<file path="src/sv/gfde_div.sv">
// Restoring divider: (num << 16) / den, one quotient bit per cycle.
module gfde_div (
    input  logic        i_clk,
    input  logic        i_rst_n,
    input  logic        i_start,
    input  logic [11:0] i_num,
    input  logic [11:0] i_den,
    output logic        o_done,
    output logic [15:0] o_quot
);

    logic [12:0] r_rem, n_rem;
    logic [27:0] r_sh;
    logic [11:0] r_den;
    logic [15:0] r_q;
    logic [4:0]  r_cnt;
    logic        r_busy;
    logic [13:0] trial;

    // Shift in one dividend bit, try a subtract
    always_comb begin
        trial = {r_rem, r_sh[27]} - {2'b0, r_den};
        n_rem = trial[13] ? {r_rem[11:0], r_sh[27]} : trial[12:0];
    end

    always_ff @(posedge i_clk) begin
        if (!i_rst_n) begin
            r_busy <= 1'b0;
            r_cnt  <= '0;
        end else if (i_start) begin
            r_busy <= 1'b1;
            r_cnt  <= 5'd28;
        end else if (r_busy) begin
            r_cnt <= r_cnt - 5'd1;
            if (r_cnt == 5'd1) begin
                r_busy <= 1'b0;
            end
        end
    end

    always_ff @(posedge i_clk) begin
        if (i_start) begin
            r_rem <= '0;
            r_sh  <= {i_num, 16'b0};
            r_den <= i_den;
        end else if (r_busy) begin
            r_rem <= n_rem;
            r_sh  <= {r_sh[26:0], 1'b0};
            r_q   <= {r_q[14:0], ~trial[13]};
        end
    end

    assign o_done = r_busy && (r_cnt == 5'd1);
    assign o_quot = {r_q[14:0], ~trial[13]};

endmodule

</file>
<file path="config.mk">
export PLATFORM = sky130hd
export DESIGN_NAME = gfde_div
export DESIGN_NICKNAME = d
export VERILOG_FILES = /design/src/sv/gfde_div.sv
export SDC_FILE = /design/constraint.sdc
export NUM_CORES = 1
export LEC_CHECK = 0
export BUFFER_PORTS_ARGS = -buffer_cell sky130_fd_sc_hd__buf_2
export CORE_ASPECT_RATIO = 0.8
export CORE_MARGIN = 4
export CORE_UTILIZATION = 59
export CTS_BUF_LIST = sky130_fd_sc_hd__clkbuf_8
export DETAILED_ROUTE_END_ITERATION = 7
export PLACE_DENSITY = 0.82
export REMOVE_ABC_BUFFERS = 1
export SETUP_SLACK_MARGIN = 0.1
export SLEW_MARGIN = 20
export SYNTH_ARGS = -nofsm -noshare
export SYNTH_HDL_FRONTEND = slang
export SYNTH_SLANG_ARGS = --single-unit
</file>
<file path="constraint.sdc">
create_clock -name i_clk -period 2.6 [get_ports i_clk]
set_input_delay 0.26 -clock i_clk [delete_from_list [all_inputs] [get_ports i_clk]]
set_output_delay 0.26 -clock i_clk [all_outputs]
set_load 0.005 [all_outputs]
</file>
==> flow_summary.toml <==
[outcome]
status = "complete, no violations"

[grt]
antenna_found_initial = 0
grt_pass1_vias = 1887
grt_max_degree = 21
grt-ovfl-total = 0
grt_pass1_wl_mm = 8.73
track_usage_pct = 18.9

[floorplan]
core_area_um2 = 4620
initial_core_util_pct = 61.3
die_y_um = 70.0
dieWidth_um = 85.5
dieArea_um2 = 5990
std_cell_rows = 22
pin_count = 44

[clocking]
cts_made_buffers = 9
cts_root_buf = "clkbuf_8"
clockBufferDepth = 2
hold_buffers = 0
cts_tree = "done"
cts_sinks = 58
htreeDepth = 3
clk_pin_slew_ps = 70
clk_latency_ps = 340

[worst_setup_path]
crit_cells = 9
slowest_stage = "a2111o_1"
worstSetupEndpointType = "flip-flop"
max_stage_delay_ps = 420
r2r-start = "r_rem[8]"
cp-start-kind = "flip-flop"
cp.required_ps = 2860
arrival_ps = 2680
crit_start = "r_rem[8]"
reg2regPathDepth = 9
cp_max_fo = 7
r2r_setup_slack_ps = 190
crit_buf_inv = 1
crit_family = "compound AO/OA/AOI/OAI gates"
cp-endpoint = "r_rem[0]"
r2r-end = "r_rem[0]"
worstSetupPathType = "reg -> reg"
path_cells = "ha_1 -> and3_1 -> a2111o_1 -> o41ai_2 -> a21oi_2 -> nand2_4 -> buf_4 -> mux2_4 -> a211oi_2"

[yosys]
yosys_warnings = 0
ys_seq_elements = 58
syn_avg_cell_area_um2 = 12.1
ys.flop_type = "edfxtp_1"
synth_edf_count = 39
synth_cells = 234
synth_cell_types = 50
ys_seq_area_share_pct = 54.7
netlist_area_um2 = 2840
async_flop_share_pct = 0

[pwr]
power_density_nw_per_um2 = 647
p_total_w = 0.00222
p_leak_nw = 1.52
vdd_drop_max_mv = 0.541

[sta]
hold_viol = 0
max_freq_ghz = 0.414
slew_headroom_pct = 54.6
fin_skew_ps = 6.53
tns_ps = 0
drv_slew = 0
period_share_pct = 92.8
setup_viol = 0
fin_crit_ps = 2410
rsz0062_at_grt = "true"
worst_slew_pin_slew_ps = 680

[drt]
wl_met2_mm = 2.37
dr.first_iter.drc_count = 128
topRoutingLayerUsed = "met4"
drt-met1-wl_mm = 2.50
wire_per_inst_um = 15.0
drc_errors = 0
drtAntennaViolNets = 0
routed_via_density = 5.50
routed_wl_mm = 5.34
dr.pass1.iters = 4
dr_total_vias = 1962
wl_met3_um = 391

[layout]
layout-area-overhead-vs-synth_pct = 21.0
mostFrequentLayoutCell = "buf_2"
layout_common_cells = "buf_2 (43), edfxtp_1 (39), inv_1 (19), dfxtp_1 (19)"
final_nets = 334
drive_gt1_share_pct = 33.3
n_antenna_cell = 0

[place]
globalplace.congestion = 0.848
portBuffers = 43
dp_hpwl_mm = 3.59

[flow_run]
drv_cap = 0

[worst_hold_path]
hold_path_class = "in -> reg"
[worst register-to-register path, stage by stage, from the launching register on]
cell	delay (ps)
dfxtp_1	340
ha_1	370
and3_1	270
a2111o_1	420
o41ai_2	70
a21oi_2	90
nand2_4	80
buf_4	190
mux2_4	320
a211oi_2	200
[worst min path at each step]
| stage | start | end | slack, ps | depth (start not counted) |
|---|---|---|---|---|
| 5_1_grt | i_den[4] | r_den[4] | 70 | 1 |
| 3_3_place_gp | r_q[2] | r_q[3] | 430 | 0 |
| 6_report | i_den[6] | r_den[6] | 90 | 1 |
| 2_1_floorplan | i_start | r_rem[0] | 320 | 1 |
| 4_1_cts | i_den[6] | r_den[6] | 70 | 1 |
| 3_5_place_dp | r_q[9] | r_q[10] | 430 | 0 |
[synthesized netlist by cell type, types with 2 or more instances]
master / instances / area, um^2
a211oi_1: 7 / 52.6
a21o_1: 8 / 60.1
a21oi_1: 10 / 50.1
and2_1: 3 / 18.8
clkbuf_1: 5 / 18.8
dfxtp_1: 19 / 380
edfxtp_1: 39 / 1170
ha_1: 14 / 175
inv_1: 20 / 75.1
mux2_2: 11 / 124
mux2i_1: 8 / 80.1
nand2_1: 14 / 52.6
nand2b_1: 2 / 12.5
nand3_1: 3 / 15.0
nor2_1: 11 / 41.3
nor2b_1: 2 / 12.5
nor3_1: 2 / 10.0
o21a_1: 5 / 37.5
o21ai_0: 3 / 15.0
o21ai_1: 4 / 20.0
o31ai_1: 2 / 15.0
xnor2_1: 7 / 61.3
xor2_1: 8 / 70.1
[per-layer routing]
metal	vias up	GRT usage, %
met2	56	28.0
met5	-	0
met3	9	6.96
li1	966	-
met1	931	25.5
met4	0	6.68
[power breakdown]
| group | leakage (nW) | switching, W | internal [W] |
|---|---|---|---|
| sequential | 0.535 | 0.0000294 | 0.00105 |
| clock | 0.0945 | 0.000366 | 0.000467 |
| combinational | 0.894 | 0.000164 | 0.000145 |
| total | 1.52 | 0.000559 | 0.00166 |
[stage by stage]
step / instances / worst slack [ps] / hold WS, ps / utilization [%] / instance area [um^2]
after floorplan: 227 / 332 / 325 / - / 2800
after global placement: 335 / 253 / 430 / 67.6 / 3130
after detailed placement: 335 / 175 / 432 / 67.6 / 3130
after CTS: 353 / 114 / 74.6 / 72.6 / 3360
after global routing: 357 / 84.8 / 72.3 / 74.2 / 3430
final: 357 / 187 / 91.7 / 74.2 / 3430
[area by class of cell]
type | instances | area [um^2]
tap | 60 | 75.1
clock inverter | 6 | 66.3
sequential | 58 | 1550
multi-input combinational | 149 | 1210
fill | 319 | 1190
inverter | 20 | 75.1
timing repair buffer | 54 | 310
clock buffer | 10 | 138
[logic make-up after synthesis]
logic type      count (synthesis)  synth area share, %
flops                          58                 54.7
compound gates                 55                 14.4
simple gates                   44                 7.68
buf+inv                        27                 3.97
mux                            20                 7.72
xor+xnor                       15                 4.63
fa+ha+maj                      15                 6.88
[flip-flops by register name, summed over array words and instances, names as in the netlist]
register / flops
r_sh: 12
r_cnt: 5
r_rem: 13
r_busy: 1
r_den: 12
r_q: 15
[timing repair]
item | in CTS | in global routing
pin swaps | 1 | 8
hold endpoints to repair | 0 | 0
endpoints found under the setup margin | 1 | 11
buffers inserted | 2 | 4
resized for setup | 0 | 10
(Power assumes the default switching activity.)
